`src/sbm_pkg.sv`:
```
// ----------------------------------------------------------------------------
// sbm_pkg
// Types, codes and constants shared by the serial bank mapper files.
// ----------------------------------------------------------------------------
package sbm_pkg;

  // Field widths of one access word and one result word
  localparam int unsigned CmdW    = 2;
  localparam int unsigned AddrW   = 16;
  localparam int unsigned DataW   = 8;
  localparam int unsigned TgtW    = 2;
  localparam int unsigned OffsW   = 18;
  localparam int unsigned MirrorW = 2;

  // Configuration port
  localparam int unsigned CfgIdxW  = 2;
  localparam int unsigned CfgDataW = 8;
  localparam int unsigned BanksW   = 5;

  // Configuration register indexes
  localparam logic [CfgIdxW-1:0] REG_PRG_ROM_BANKS = 2'd0;
  localparam logic [CfgIdxW-1:0] REG_CHR_IS_RAM    = 2'd1;

  // Reset values
  localparam logic [BanksW-1:0]  PrgBanksReset = 5'd2;
  localparam logic [4:0]         CtrlReset     = 5'h1c;

  typedef enum logic [CmdW-1:0] {
    CMD_CPU_RD = 2'd0,
    CMD_CPU_WR = 2'd1,
    CMD_VID_RD = 2'd2,
    CMD_VID_WR = 2'd3
  } cmd_e;

  typedef enum logic [TgtW-1:0] {
    TGT_NONE   = 2'd0,
    TGT_SRAM   = 2'd1,
    TGT_PRGROM = 2'd2,
    TGT_VIDEO  = 2'd3
  } target_e;

  typedef enum logic [MirrorW-1:0] {
    MIR_SINGLE_LO = 2'd0,
    MIR_SINGLE_HI = 2'd1,
    MIR_VERTICAL  = 2'd2,
    MIR_HORIZ     = 2'd3
  } mirror_e;

  // Serial load target, chosen by address bits 14:13
  typedef enum logic [1:0] {
    SEL_CONTROL = 2'd0,
    SEL_VID_LO  = 2'd1,
    SEL_VID_HI  = 2'd2,
    SEL_PROGRAM = 2'd3
  } load_sel_e;

  // Program banking mode, control bits 3:2
  typedef enum logic [1:0] {
    PRG_32K_A    = 2'd0,
    PRG_32K_B    = 2'd1,
    PRG_FIX_LOW  = 2'd2,
    PRG_FIX_HIGH = 2'd3
  } prg_mode_e;

  typedef struct packed {
    cmd_e             command;
    logic [AddrW-1:0] address;
    logic [DataW-1:0] write_byte;
  } access_t;

  typedef struct packed {
    target_e          mem_target;
    logic [OffsW-1:0] mem_offset;
    logic             mem_write;
    logic [DataW-1:0] pass_data;
    logic             accepted;
    mirror_e          mirroring;
  } result_t;

  // Bank state seen by the translation logic
  typedef struct packed {
    logic             chr_is_ram;
    logic [4:0]       control;
    logic [4:0]       vid_lo4k;
    logic [4:0]       vid_hi4k;
    logic [3:0]       vid_8k;
    logic [2:0]       prg_32k;
    logic [3:0]       prg_lo16k;
    logic [3:0]       prg_hi16k;
  } bank_state_t;

endpackage

```
`src/sbm_access_if.sv`:
```
// ----------------------------------------------------------------------------
// sbm_access_if
// Valid/ready channel carrying one bus access word.
// ----------------------------------------------------------------------------
interface sbm_access_if import sbm_pkg::*; ();
  logic             valid;
  logic             ready;
  logic [CmdW-1:0]  command;
  logic [AddrW-1:0] address;
  logic [DataW-1:0] write_byte;

  modport source (output valid, command, address, write_byte, input ready);
  modport sink   (input valid, command, address, write_byte, output ready);
endinterface

```
`src/sbm_result_if.sv`:
```
// ----------------------------------------------------------------------------
// sbm_result_if
// Valid/ready channel carrying one translated access word.
// ----------------------------------------------------------------------------
interface sbm_result_if import sbm_pkg::*; ();
  logic               valid;
  logic               ready;
  logic [TgtW-1:0]    mem_target;
  logic [OffsW-1:0]   mem_offset;
  logic               mem_write;
  logic [DataW-1:0]   pass_data;
  logic               accepted;
  logic [MirrorW-1:0] mirroring;

  modport source (output valid, mem_target, mem_offset, mem_write, pass_data,
                  accepted, mirroring, input ready);
  modport sink   (input valid, mem_target, mem_offset, mem_write, pass_data,
                  accepted, mirroring, output ready);
endinterface

```
`src/sbm_cfg_if.sv`:
```
// ----------------------------------------------------------------------------
// sbm_cfg_if
// Valid/ready configuration write channel: register index and write data.
// ----------------------------------------------------------------------------
interface sbm_cfg_if import sbm_pkg::*; ();
  logic                valid;
  logic                ready;
  logic [CfgIdxW-1:0]  index;
  logic [CfgDataW-1:0] data;

  modport source (output valid, index, data, input ready);
  modport sink   (input valid, index, data, output ready);
endinterface

```
`src/sbm_bank_regs.sv`:
```
// ----------------------------------------------------------------------------
// sbm_bank_regs
// Serial load register, control and bank registers, configuration registers.
// ----------------------------------------------------------------------------
module sbm_bank_regs import sbm_pkg::*; (
  input  logic                clk_i,
  input  logic                rst_ni,
  input  logic                step_i,
  input  access_t             item_i,
  input  logic                cfg_we_i,
  input  logic [CfgIdxW-1:0]  cfg_idx_i,
  input  logic [CfgDataW-1:0] cfg_data_i,
  output bank_state_t         state_o,
  output mirror_e             mirror_next_o
);

  logic [BanksW-1:0] banks_q, banks_d;
  logic              chr_ram_q, chr_ram_d;
  logic [4:0]        shift_q, shift_d;
  logic [2:0]        count_q, count_d;
  logic [4:0]        ctrl_q, ctrl_d;
  logic [4:0]        vlo_q, vlo_d;
  logic [4:0]        vhi_q, vhi_d;
  logic [3:0]        v8k_q, v8k_d;
  logic [2:0]        p32_q, p32_d;
  logic [3:0]        plo_q, plo_d;
  logic [3:0]        phi_q, phi_d;
  mirror_e           mir_q, mir_d;

  logic [BanksW-1:0] banks_m1;
  logic [BanksW-1:0] new_banks_m1;
  logic [4:0]        shifted;
  logic              reg_write;

  assign banks_m1     = banks_q - BanksW'(1);
  assign new_banks_m1 = cfg_data_i[BanksW-1:0] - BanksW'(1);
  assign shifted      = {item_i.write_byte[0], shift_q[4:1]};
  assign reg_write    = step_i && (item_i.command == CMD_CPU_WR) && item_i.address[15];

  // Next state: config writes, reset byte, serial shift and register load
  always_comb begin
    banks_d   = banks_q;
    chr_ram_d = chr_ram_q;
    shift_d   = shift_q;
    count_d   = count_q;
    ctrl_d    = ctrl_q;
    vlo_d     = vlo_q;
    vhi_d     = vhi_q;
    v8k_d     = v8k_q;
    p32_d     = p32_q;
    plo_d     = plo_q;
    phi_d     = phi_q;
    mir_d     = mir_q;

    if (cfg_we_i) begin
      unique case (cfg_idx_i)
        REG_PRG_ROM_BANKS: begin
          banks_d = cfg_data_i[BanksW-1:0];
          phi_d   = new_banks_m1[3:0];
        end
        REG_CHR_IS_RAM: chr_ram_d = cfg_data_i[0];
        default: ;
      endcase
    end

    if (reg_write) begin
      if (item_i.write_byte[7]) begin
        shift_d    = '0;
        count_d    = '0;
        ctrl_d     = ctrl_q | 5'h0c;
      end else if (count_q == 3'd4) begin
        shift_d = '0;
        count_d = '0;
        unique case (load_sel_e'(item_i.address[14:13]))
          SEL_CONTROL: begin
            ctrl_d = shifted;
            mir_d  = mirror_e'(shifted[1:0]);
          end
          SEL_VID_LO: begin
            if (ctrl_q[4]) begin
              vlo_d = shifted;
            end else begin
              v8k_d = shifted[4:1];
            end
          end
          SEL_VID_HI: begin
            if (ctrl_q[4]) begin
              vhi_d = shifted;
            end
          end
          SEL_PROGRAM: begin
            unique case (prg_mode_e'(ctrl_q[3:2]))
              PRG_32K_A, PRG_32K_B: p32_d = shifted[3:1];
              PRG_FIX_LOW: begin
                plo_d = '0;
                phi_d = shifted[3:0];
              end
              PRG_FIX_HIGH: begin
                plo_d = shifted[3:0];
                phi_d = banks_m1[3:0];
              end
              default: ;
            endcase
          end
          default: ;
        endcase
      end else begin
        shift_d = shifted;
        count_d = count_q + 3'd1;
      end
    end
  end

  // Hold state between accesses
  always_ff @(posedge clk_i or negedge rst_ni) begin
    if (!rst_ni) begin
      banks_q   <= PrgBanksReset;
      chr_ram_q <= 1'b0;
      shift_q   <= '0;
      count_q   <= '0;
      ctrl_q    <= CtrlReset;
      vlo_q     <= '0;
      vhi_q     <= '0;
      v8k_q     <= '0;
      p32_q     <= '0;
      plo_q     <= '0;
      phi_q     <= 4'(PrgBanksReset - BanksW'(1));
      mir_q     <= MIR_HORIZ;
    end else begin
      banks_q   <= banks_d;
      chr_ram_q <= chr_ram_d;
      shift_q   <= shift_d;
      count_q   <= count_d;
      ctrl_q    <= ctrl_d;
      vlo_q     <= vlo_d;
      vhi_q     <= vhi_d;
      v8k_q     <= v8k_d;
      p32_q     <= p32_d;
      plo_q     <= plo_d;
      phi_q     <= phi_d;
      mir_q     <= mir_d;
    end
  end

  assign state_o.chr_is_ram = chr_ram_q;
  assign state_o.control    = ctrl_q;
  assign state_o.vid_lo4k   = vlo_q;
  assign state_o.vid_hi4k   = vhi_q;
  assign state_o.vid_8k     = v8k_q;
  assign state_o.prg_32k    = p32_q;
  assign state_o.prg_lo16k  = plo_q;
  assign state_o.prg_hi16k  = phi_q;
  assign mirror_next_o      = mir_d;

endmodule

```
`src/sbm_translate.sv`:
```
// ----------------------------------------------------------------------------
// sbm_translate
// Maps one bus access onto its target memory and banked byte offset.
// ----------------------------------------------------------------------------
module sbm_translate import sbm_pkg::*; (
  input  access_t     item_i,
  input  bank_state_t state_i,
  input  mirror_e     mirror_i,
  output result_t     res_o
);

  logic [12:0] vaddr;
  logic [3:0]  prg_bank;
  logic [4:0]  vid_bank;

  assign vaddr    = item_i.address[12:0];
  assign prg_bank = item_i.address[14] ? state_i.prg_hi16k : state_i.prg_lo16k;
  assign vid_bank = vaddr[12] ? state_i.vid_hi4k : state_i.vid_lo4k;

  // Decode the command and bank the address
  always_comb begin
    res_o.mem_target = TGT_NONE;
    res_o.mem_offset = '0;
    res_o.mem_write  = 1'b0;
    res_o.pass_data  = '0;
    res_o.accepted   = 1'b1;
    res_o.mirroring  = mirror_i;

    case (item_i.command)
      CMD_CPU_RD, CMD_CPU_WR: begin
        if (!item_i.address[15]) begin
          res_o.mem_target = TGT_SRAM;
          res_o.mem_offset = OffsW'(item_i.address[12:0]);
          if (item_i.command == CMD_CPU_WR) begin
            res_o.mem_write = 1'b1;
            res_o.pass_data = item_i.write_byte;
          end
        end else if (item_i.command == CMD_CPU_RD) begin
          res_o.mem_target = TGT_PRGROM;
          if (state_i.control[3]) begin
            res_o.mem_offset = {prg_bank, item_i.address[13:0]};
          end else begin
            res_o.mem_offset = {state_i.prg_32k, item_i.address[14:0]};
          end
        end
      end
      default: begin
        res_o.mem_target = TGT_VIDEO;
        if (state_i.chr_is_ram) begin
          res_o.mem_offset = OffsW'(vaddr);
          if (item_i.command == CMD_VID_WR) begin
            res_o.mem_write = 1'b1;
            res_o.pass_data = item_i.write_byte;
          end
        end else if (item_i.command == CMD_VID_WR) begin
          res_o.accepted = 1'b0;
        end else if (state_i.control[4]) begin
          res_o.mem_offset = OffsW'({vid_bank, vaddr[11:0]});
        end else begin
          res_o.mem_offset = OffsW'({state_i.vid_8k, vaddr});
        end
      end
    endcase
  end

endmodule

```
`src/serial_bank_mapper_top.sv`:
```
// ----------------------------------------------------------------------------
// serial_bank_mapper_top
// Serially loaded bank mapper: translates processor and video bus accesses.
//
//   Channel  Dir  Word contents
//   in_i     in   command, address, write_byte
//   out_o    out  mem_target, mem_offset, mem_write, pass_data, accepted,
//                 mirroring
//   cfg_i    in   index, data (0 prg_rom_banks, 1 chr_is_ram)
//
// One access word per cycle sustained while out_o does not stall; the word
// sits in the input register, then moves into the result register, whose
// contents are on out_o. Reset returns all bank state to power-up values and
// needs no clearing pass. A stall on out_o holds the result register and then
// the input register; in_i stays ready while the input register can drain.
// Configuration writes are taken in any cycle.
// ----------------------------------------------------------------------------
module serial_bank_mapper_top import sbm_pkg::*; (
  input  logic               clk_i,
  input  logic               rst_ni,
  sbm_access_if.sink         in_i,
  sbm_result_if.source       out_o,
  sbm_cfg_if.sink            cfg_i
);

  logic        in_vld_q;
  access_t     in_q;
  logic        out_vld_q;
  result_t     out_q;
  logic        advance;
  bank_state_t state;
  mirror_e     mirror_next;
  result_t     res;

  // Advance the input word when the result register is free or draining
  assign advance     = in_vld_q && (!out_vld_q || out_o.ready);
  assign in_i.ready  = !in_vld_q || advance;
  assign cfg_i.ready = 1'b1;

  sbm_bank_regs u_regs (
    .clk_i         (clk_i),
    .rst_ni        (rst_ni),
    .step_i        (advance),
    .item_i        (in_q),
    .cfg_we_i      (cfg_i.valid),
    .cfg_idx_i     (cfg_i.index),
    .cfg_data_i    (cfg_i.data),
    .state_o       (state),
    .mirror_next_o (mirror_next)
  );

  sbm_translate u_xlate (
    .item_i   (in_q),
    .state_i  (state),
    .mirror_i (mirror_next),
    .res_o    (res)
  );

  // Input register control
  always_ff @(posedge clk_i or negedge rst_ni) begin
    if (!rst_ni) begin
      in_vld_q <= 1'b0;
    end else if (in_i.ready) begin
      in_vld_q <= in_i.valid;
    end
  end

  // Input register payload
  always_ff @(posedge clk_i) begin
    if (in_i.valid && in_i.ready) begin
      in_q <= access_t'{command:    cmd_e'(in_i.command),
                        address:    in_i.address,
                        write_byte: in_i.write_byte};
    end
  end

  // Result register control
  always_ff @(posedge clk_i or negedge rst_ni) begin
    if (!rst_ni) begin
      out_vld_q <= 1'b0;
    end else if (advance) begin
      out_vld_q <= 1'b1;
    end else if (out_o.ready) begin
      out_vld_q <= 1'b0;
    end
  end

  // Result register payload
  always_ff @(posedge clk_i) begin
    if (advance) begin
      out_q <= res;
    end
  end

  assign out_o.valid      = out_vld_q;
  assign out_o.mem_target = out_q.mem_target;
  assign out_o.mem_offset = out_q.mem_offset;
  assign out_o.mem_write  = out_q.mem_write;
  assign out_o.pass_data  = out_q.pass_data;
  assign out_o.accepted   = out_q.accepted;
  assign out_o.mirroring  = out_q.mirroring;

endmodule
```
`src/flat_wrapper.sv`:
```
// flat-port wrapper written by rule: the top's interface ports become plain ports
module serial_bank_mapper_top_flat import sbm_pkg::*;
  (clk_i, rst_ni, in_i_valid, in_i_command, in_i_address, in_i_write_byte, in_i_ready, out_o_valid, out_o_mem_target, out_o_mem_offset, out_o_mem_write, out_o_pass_data, out_o_accepted, out_o_mirroring, out_o_ready, cfg_i_valid, cfg_i_index, cfg_i_data, cfg_i_ready);
  sbm_access_if in_i_i ();
  sbm_result_if out_o_i ();
  sbm_cfg_if cfg_i_i ();
  input  logic clk_i;
  input  logic rst_ni;
  input wire logic [$bits(in_i_i.valid)-1:0] in_i_valid;
  input wire logic [$bits(in_i_i.command)-1:0] in_i_command;
  input wire logic [$bits(in_i_i.address)-1:0] in_i_address;
  input wire logic [$bits(in_i_i.write_byte)-1:0] in_i_write_byte;
  output wire logic [$bits(in_i_i.ready)-1:0] in_i_ready;
  output wire logic [$bits(out_o_i.valid)-1:0] out_o_valid;
  output wire logic [$bits(out_o_i.mem_target)-1:0] out_o_mem_target;
  output wire logic [$bits(out_o_i.mem_offset)-1:0] out_o_mem_offset;
  output wire logic [$bits(out_o_i.mem_write)-1:0] out_o_mem_write;
  output wire logic [$bits(out_o_i.pass_data)-1:0] out_o_pass_data;
  output wire logic [$bits(out_o_i.accepted)-1:0] out_o_accepted;
  output wire logic [$bits(out_o_i.mirroring)-1:0] out_o_mirroring;
  input wire logic [$bits(out_o_i.ready)-1:0] out_o_ready;
  input wire logic [$bits(cfg_i_i.valid)-1:0] cfg_i_valid;
  input wire logic [$bits(cfg_i_i.index)-1:0] cfg_i_index;
  input wire logic [$bits(cfg_i_i.data)-1:0] cfg_i_data;
  output wire logic [$bits(cfg_i_i.ready)-1:0] cfg_i_ready;
  assign in_i_i.valid = in_i_valid;
  assign in_i_i.command = in_i_command;
  assign in_i_i.address = in_i_address;
  assign in_i_i.write_byte = in_i_write_byte;
  assign in_i_ready = in_i_i.ready;
  assign out_o_valid = out_o_i.valid;
  assign out_o_mem_target = out_o_i.mem_target;
  assign out_o_mem_offset = out_o_i.mem_offset;
  assign out_o_mem_write = out_o_i.mem_write;
  assign out_o_pass_data = out_o_i.pass_data;
  assign out_o_accepted = out_o_i.accepted;
  assign out_o_mirroring = out_o_i.mirroring;
  assign out_o_i.ready = out_o_ready;
  assign cfg_i_i.valid = cfg_i_valid;
  assign cfg_i_i.index = cfg_i_index;
  assign cfg_i_i.data = cfg_i_data;
  assign cfg_i_ready = cfg_i_i.ready;
  serial_bank_mapper_top u_core (.clk_i(clk_i), .rst_ni(rst_ni), .in_i(in_i_i), .out_o(out_o_i), .cfg_i(cfg_i_i));
endmodule
```
`config.mk`:
```
export PLATFORM = sky130hd
export DESIGN_NAME = serial_bank_mapper_top_flat
export DESIGN_NICKNAME = d
export VERILOG_FILES = /design/src/sbm_pkg.sv /design/src/sbm_access_if.sv /design/src/sbm_result_if.sv /design/src/sbm_cfg_if.sv /design/src/sbm_bank_regs.sv /design/src/sbm_translate.sv /design/src/serial_bank_mapper_top.sv /design/src/flat_wrapper.sv
export SDC_FILE = /design/constraint.sdc
export NUM_CORES = 1
export LEC_CHECK = 0
export BUFFER_PORTS_ARGS = -buffer_cell sky130_fd_sc_hd__buf_2
export CORE_ASPECT_RATIO = 1.75
export CORE_MARGIN = 2
export CORE_UTILIZATION = 55
export CTS_CLUSTER_DIAMETER = 200
export DETAILED_ROUTE_END_ITERATION = 10
export GPL_TIMING_DRIVEN = 0
export PLACE_DENSITY = 0.79
export SLEW_MARGIN = 10
export SYNTH_ARGS = -nofsm -noshare
export SYNTH_HDL_FRONTEND = slang
export SYNTH_SLANG_ARGS = --single-unit
```
`constraint.sdc`:
```
create_clock -name clk_i -period 3.04 [get_ports clk_i]
set_input_delay 0.152 -clock clk_i [delete_from_list [all_inputs] [get_ports clk_i]]
set_output_delay 0.152 -clock clk_i [all_outputs]
set_load 0.05 [all_outputs]
```
---- Word level (Yosys, flattened, before mapping) ----
Index checks and enable logic that the tools add are counted.
operators by class
  add/sub/neg operators ................... 3
  eq/ne operators ......................... 10
  multiplexer cells ....................... 35
  bitwise operators ....................... 2
  reductions and logical operators ........ 29
operator list
  cell                                                                count
  18-bit two-way mux                                                  3
  20-bit two-way mux                                                  2
  4-bit two-way mux                                                   10
  9-bit two-way mux                                                   4
  27-bit two-way mux                                                  1
  5-bit AND reduction                                                 5
  17-bit two-way mux                                                  1
  4-bit case mux with 2 select lines                                  2
  5-bit two-way mux                                                   3
  2-bit == test, second input constant                                5
  2-bit by 1-bit == test with 1-bit output, second input constant     4
  2-bit zero test                                                     4
  2-bit two-way mux                                                   4
  2-bit nonzero test                                                  4
  4-bit by 1-bit subtractor with 4-bit output, second input constant  2
  3-bit two-way mux                                                   2
  2-bit AND reduction                                                 3
  1-bit logical AND                                                   4
  4-bit AND reduction                                                 1
  2-bit OR reduction                                                  2
  3-bit by 1-bit adder with 3-bit output, second input constant       1
  3-bit == test, second input constant                                1
  1-bit two-way mux                                                   3
  3-bit AND reduction                                                 1
  other kinds (4)                                                     7
storage, ports and cells
  register bits after elaboration ......... 105
  bits of input ports ..................... 41
  output and inout bits ................... 35

---- Logic depth before layout (Yosys ltp) ----
  depth in word-level cells ............... 8
  mapped depth ............................ 7
  depth with buffers taken out ............ 6

---- Hierarchy ----
Synthesis repeated with hierarchy kept, for this count alone.
second synthesis, totals
  cell total of the unflattened synthesis .. 308
  area, all modules ....................... 4347.9 µm²
by module, submodules not included
  module                  times used  cells an instance  area each (µm²)  seq. area each (µm²)
  sbm_bank_regs           1           166                1999.4           1109.8
  serial_bank_mapper_top  1           68                 1856.8           1791.7
  sbm_translate           1           74                 491.7            0.0

---- Worst setup path after synthesis ----
Ideal clock, no wire load.
  path kind ............................... register to register
  start point ............................. register u_core.out_vld_q, in the netlist u_core.out_o.valid
  end point ............................... register u_core.out_q, in the netlist u_core.out_o.accepted (enable)
  library setup time ...................... 421 ps
  arrival time ............................ 2183 ps
  required time ........................... 2619 ps
  setup slack ............................. 436 ps
  cell stages (with the launch flop) ...... 3
  path buffers ............................ 0
  period minus slack after synthesis ...... 2604 ps
  cell sequence ........................... dfrtp_1 > nor2b_2 > nor2_1
between the ends
  cells in the longest elaborated chain, start to end .. 3
RTL lines
  item                      line                          text
  start: declaration        serial_bank_mapper_top.sv:28  logic out_vld_q;
  start signal: assignment  serial_bank_mapper_top.sv:80  out_vld_q <= 1'b0;
  start signal: assignment  serial_bank_mapper_top.sv:82  out_vld_q <= 1'b1;
  start signal: assignment  serial_bank_mapper_top.sv:84  out_vld_q <= 1'b0;
  1-bit zero test           serial_bank_mapper_top.sv:36  assign advance = in_vld_q && (!out_vld_q || out_o.ready);
  1-bit logical OR          serial_bank_mapper_top.sv:36
  1-bit logical AND         serial_bank_mapper_top.sv:36
  named net u_core.advance  serial_bank_mapper_top.sv:30  logic advance;
  end signal: assignment    serial_bank_mapper_top.sv:91  out_q <= res;
  end: declaration          serial_bank_mapper_top.sv:29  result_t out_q;
The timed path passes the listed nets, and every way through them passes these cells.
A chain may end at the register's enable or synchronous reset.

---- Final worst setup path ----
  start point ............................. register u_core.u_regs.count_q[0]
  end point ............................... register u_core.u_regs.vhi_q[1]
between the ends
  cells in the longest elaborated chain, start to end .. 2
RTL lines
  item                                  line                  text
  start: declaration                    sbm_bank_regs.sv:20   logic [2:0] count_q, count_d;
  start signal: assignment              sbm_bank_regs.sv:133  count_q <= count_d;
  3-bit == test                         sbm_bank_regs.sv:71   end else if (count_q == 3'd4) begin
  5-bit AND reduction (no source line)  n/a
  end signal: assignment                sbm_bank_regs.sv:136  vhi_q <= vhi_d;
  end: declaration                      sbm_bank_regs.sv:23   logic [4:0] vhi_q, vhi_d;
Every way passes these cells.

==> impl_metrics.yaml <==
worst_hold_path:
  min_path_cells: 2
  min_to: "u_core.in_vld_q$_DFFE_PN0N_"
  hold_class: "primary input to register"
  worstHoldStart: "in_i_valid"
setup_path:
  endpoint_kind: "register"
  cp_cell_sequence: "inv_1 > ha_1 > and2_0 > clkbuf_1 > and3_1 > buf_2 > mux2_2"
  crit_fanout: 6
  r2r_end: "u_core.u_regs.vhi_q[1]$_DFFE_PN0P_"
  critical_path_class: "register to register"
  crit_buf_inv: 3
  cp-start-kind: "register"
  cp_slowest_stage_delay_ns: 0.39
  critPathSlowestCell: "dfrtp_1"
  rr_worst_depth: 7
  r2r_slack_ns: 0.98
  reg2reg_from: "u_core.u_regs.count_q[0]$_DFFE_PN0N_"
  arrival_ns: 2.29
  path_delay_family: "buffers and inverters"
  worst_ep_required_time_ns: 3.27
global_routing:
  grt_max_degree: 45
  track_usage_pct: 21.1
  gr-total-overflow: 0
  grt_pass1_vias: 2729
  antenna_found_initial: 0
  grt_pass1_wl_um: 13400
drt:
  wirelength_um: 8510
  via_count: 2745
  drtPass1Iterations: 4
  drt_iter0_drc: 229
  route.detailed.drc: 0
  avgRoutedWirePerCell_um: 16.9
  ant_nets: 0
  viasPerCell: 5.44
clock_network:
  cts_resized: 0
  clk_latency_ns: 0.35
  path_clk_slew_ns: 0.07
  cts.htree.levels: 3
  clockBufferDepth: 2
  postCtsSetupBuffers: 0
  numClockSinks: 102
  root_buffer: "clkbuf_16"
  cts_tree: "done"
  numCtsBuffers: 9
  cts-hold-fix-buffers: 27
timing:
  report.final.hold_viol_count: 0
  slew_violations: 0
  max_slew_margin_pct: 33.4
  finalSetupTns_ns: 0
  rsz0062_at_grt: "false"
  worst_pin_slew_ns: 0.999
  fin_skew_ns: 0.0128
  finalSetupViolCount: 0
  finalCriticalPeriod_ns: 2.06
  holdWs_ns: 0.00580
  fmax_ghz: 0.486
  post-route-period-util_pct: 67.7
synthesis:
  synth_nets: 348
  synth_edf_count: 58
  ys_ff_latch: 102
  synth.distinct_cells: 44
  synth_ff_type: "edfxtp_1"
  ys_seq_area_share_pct: 67.5
  synthCells: 303
  yosys_warnings: 0
  synth.avg_cell_area_um2: 13.9
  synth_area_um2: 4220
  async_reset_ff_share_pct: 43.1
status:
  status: "finished clean"
flow_run:
  drv_cap: 0
cells_and_area:
  nets: 457
  drive_gt1_share_pct: 30.9
  utilization_pct: 70.5
  diodes: 0
  fin_area_um2: 5300
  area_growth_pct: 25.4
die:
  dieHeight_um: 120
  rows: 42
  ios: 76
  initial_core_util_pct: 56.2
  die-width_um: 70.2
  core-area_um2: 7510
  die-area_um2: 8420
pwr:
  peakVddDrop_mv: 0.410
  p_per_area_nw_per_um2: 633
  power.total_mw: 3.35
  leakagePower_nw: 2.32
placed_design:
  hpwl_um: 5650
  gp_congestion: 0.785
  place_area_um2: 4690
  portBuffers: 70
==> worst reg2reg max path, stage by stage (launching register included) <==
cell,delay (ns)
dfrtp_1,0.39
inv_1,0.09
ha_1,0.19
and2_0,0.13
clkbuf_1,0.35
and3_1,0.27
buf_2,0.18
mux2_2,0.35
==> logic make-up (layout without fill, tap and decap cells) <==
group	count (synthesis)	in the layout	share of synthesized area, %
adder cells (fa/ha/maj)	4	4	1.18
flip-flops	102	102	67.5
multiplexers	40	40	10.2
AND/OR/NAND/NOR	84	84	11.8
AO/OA/AOI/OAI	36	36	5.45
XOR/XNOR	4	4	0.829
buffers and inverters	32	146	2.99
other	1	1	0.0888
==> layout make-up <==
cell class | instances | area, µm²
flip-flops and latches | 102 | 2850
well taps | 88 | 110
clock buffers | 10 | 239
repair buffers | 98 | 636
multi-input cells | 169 | 1250
plain buffers | 14 | 58.8
clock inverters | 6 | 78.8
fillers | 516 | 2220
inverters | 18 | 67.6
==> metal layers <==
| metal | routed length, µm | part of all wire [%] | global-route usage [%] |
|---|---|---|---|
| met3 | 396 | 4.7 | 5.12 |
| met1 | 3270 | 38 | 23.1 |
| met5 | 0 | 0 | 0 |
| met4 | 243 | 2.9 | 9.38 |
| met2 | 4600 | 54 | 37.9 |
==> cells in the final DEF (no fill, tap or decap), types with 2 or more instances in the layout <==
master / count
inv_1: 18
o21ai_0: 7
dfrtp_1: 37
edfxtp_1: 58
o22ai_1: 2
nand2b_1: 2
dlygate4sd3_1: 27
xnor2_1: 4
mux2_2: 23
and2_1: 22
a211oi_1: 4
mux2i_1: 16
a31oi_1: 4
clkbuf_16: 9
ha_1: 4
nor2b_1: 4
buf_2: 72
a22o_1: 5
inv_8: 2
o22a_1: 2
clkinv_4: 3
nand4_1: 2
nor3_1: 5
nand2_1: 16
buf_1: 2
dfstp_2: 7
clkbuf_1: 9
a21oi_1: 10
nor2_1: 18
==> how the worst max path moves through the flow <==
stage	startpoint	to	slack, ns	cells past startpoint
final	u_core.u_regs.count_q[0]$_DFFE_PN0N_	u_core.u_regs.vhi_q[1]$_DFFE_PN0P_	0.98	7
after global routing	u_core.u_regs.count_q[0]$_DFFE_PN0N_	u_core.u_regs.vhi_q[2]$_DFFE_PN0P_	0.88	7
after CTS	u_core.u_regs.count_q[0]$_DFFE_PN0N_	u_core.u_regs.vhi_q[1]$_DFFE_PN0P_	0.99	7
after detailed placement	u_core.u_regs.count_q[0]$_DFFE_PN0N_	u_core.u_regs.vhi_q[1]$_DFFE_PN0P_	1.02	7
after global placement	u_core.out_o.valid$_DFFE_PN0P_	u_core.out_o.mem_offset[2]$_DFFE_PP_	0.21	2
after floorplan	u_core.out_o.valid$_DFFE_PN0P_	u_core.out_o.accepted$_SDFFCE_PP1P_	0.44	2
==> synth_stat cells, drive strengths merged, types with 6 or more instances <==
cell type | instances | area (µm²)
dfstp | 7 | 184
o21ai | 7 | 35.0
clkbuf | 9 | 33.8
mux2 | 24 | 270
mux2i | 16 | 160
inv | 18 | 67.6
a21oi | 10 | 50.1
edfxtp | 58 | 1740
nor3 | 6 | 41.3
nand2 | 16 | 60.1
dfrtp | 37 | 926
nor2 | 19 | 71.3
and2 | 23 | 144
==> state kept, by name, indices dropped and copies added (netlist names), 2 cells and up <==
name / flops
u_core.u_regs.p32_q: 3
u_core.u_regs.phi_q: 4
u_core.u_regs.shift_q: 4
u_core.out_o.pass_data: 8
u_core.u_regs.plo_q: 4
u_core.out_o.mem_target: 2
u_core.u_regs.vhi_q: 5
u_core.u_regs.mir_q: 2
u_core.u_regs.v8k_q: 4
u_core.u_regs.ctrl_q: 3
u_core.in_q: 26
u_core.out_o.mirroring: 2
u_core.u_regs.count_q: 3
u_core.u_regs.banks_q: 4
u_core.u_regs.vlo_q: 5
u_core.out_o.mem_offset: 18
==> per-stage QoR <==
stage,worst slack (ns),std cells
after detailed placement,1.02,461
after global routing,0.882,505
final,0.982,505
after floorplan,0.436,303
after CTS,0.991,504
after global placement,0.210,461
==> report_power, final <==
| group | switching [mW] | total (mW) | internal, mW |
|---|---|---|---|
| combinational | 0.330 | 0.498 | 0.168 |
| sequential | 0.0587 | 1.65 | 1.59 |
| clock | 0.527 | 1.20 | 0.677 |
Power figures use the tool's default switching activity.
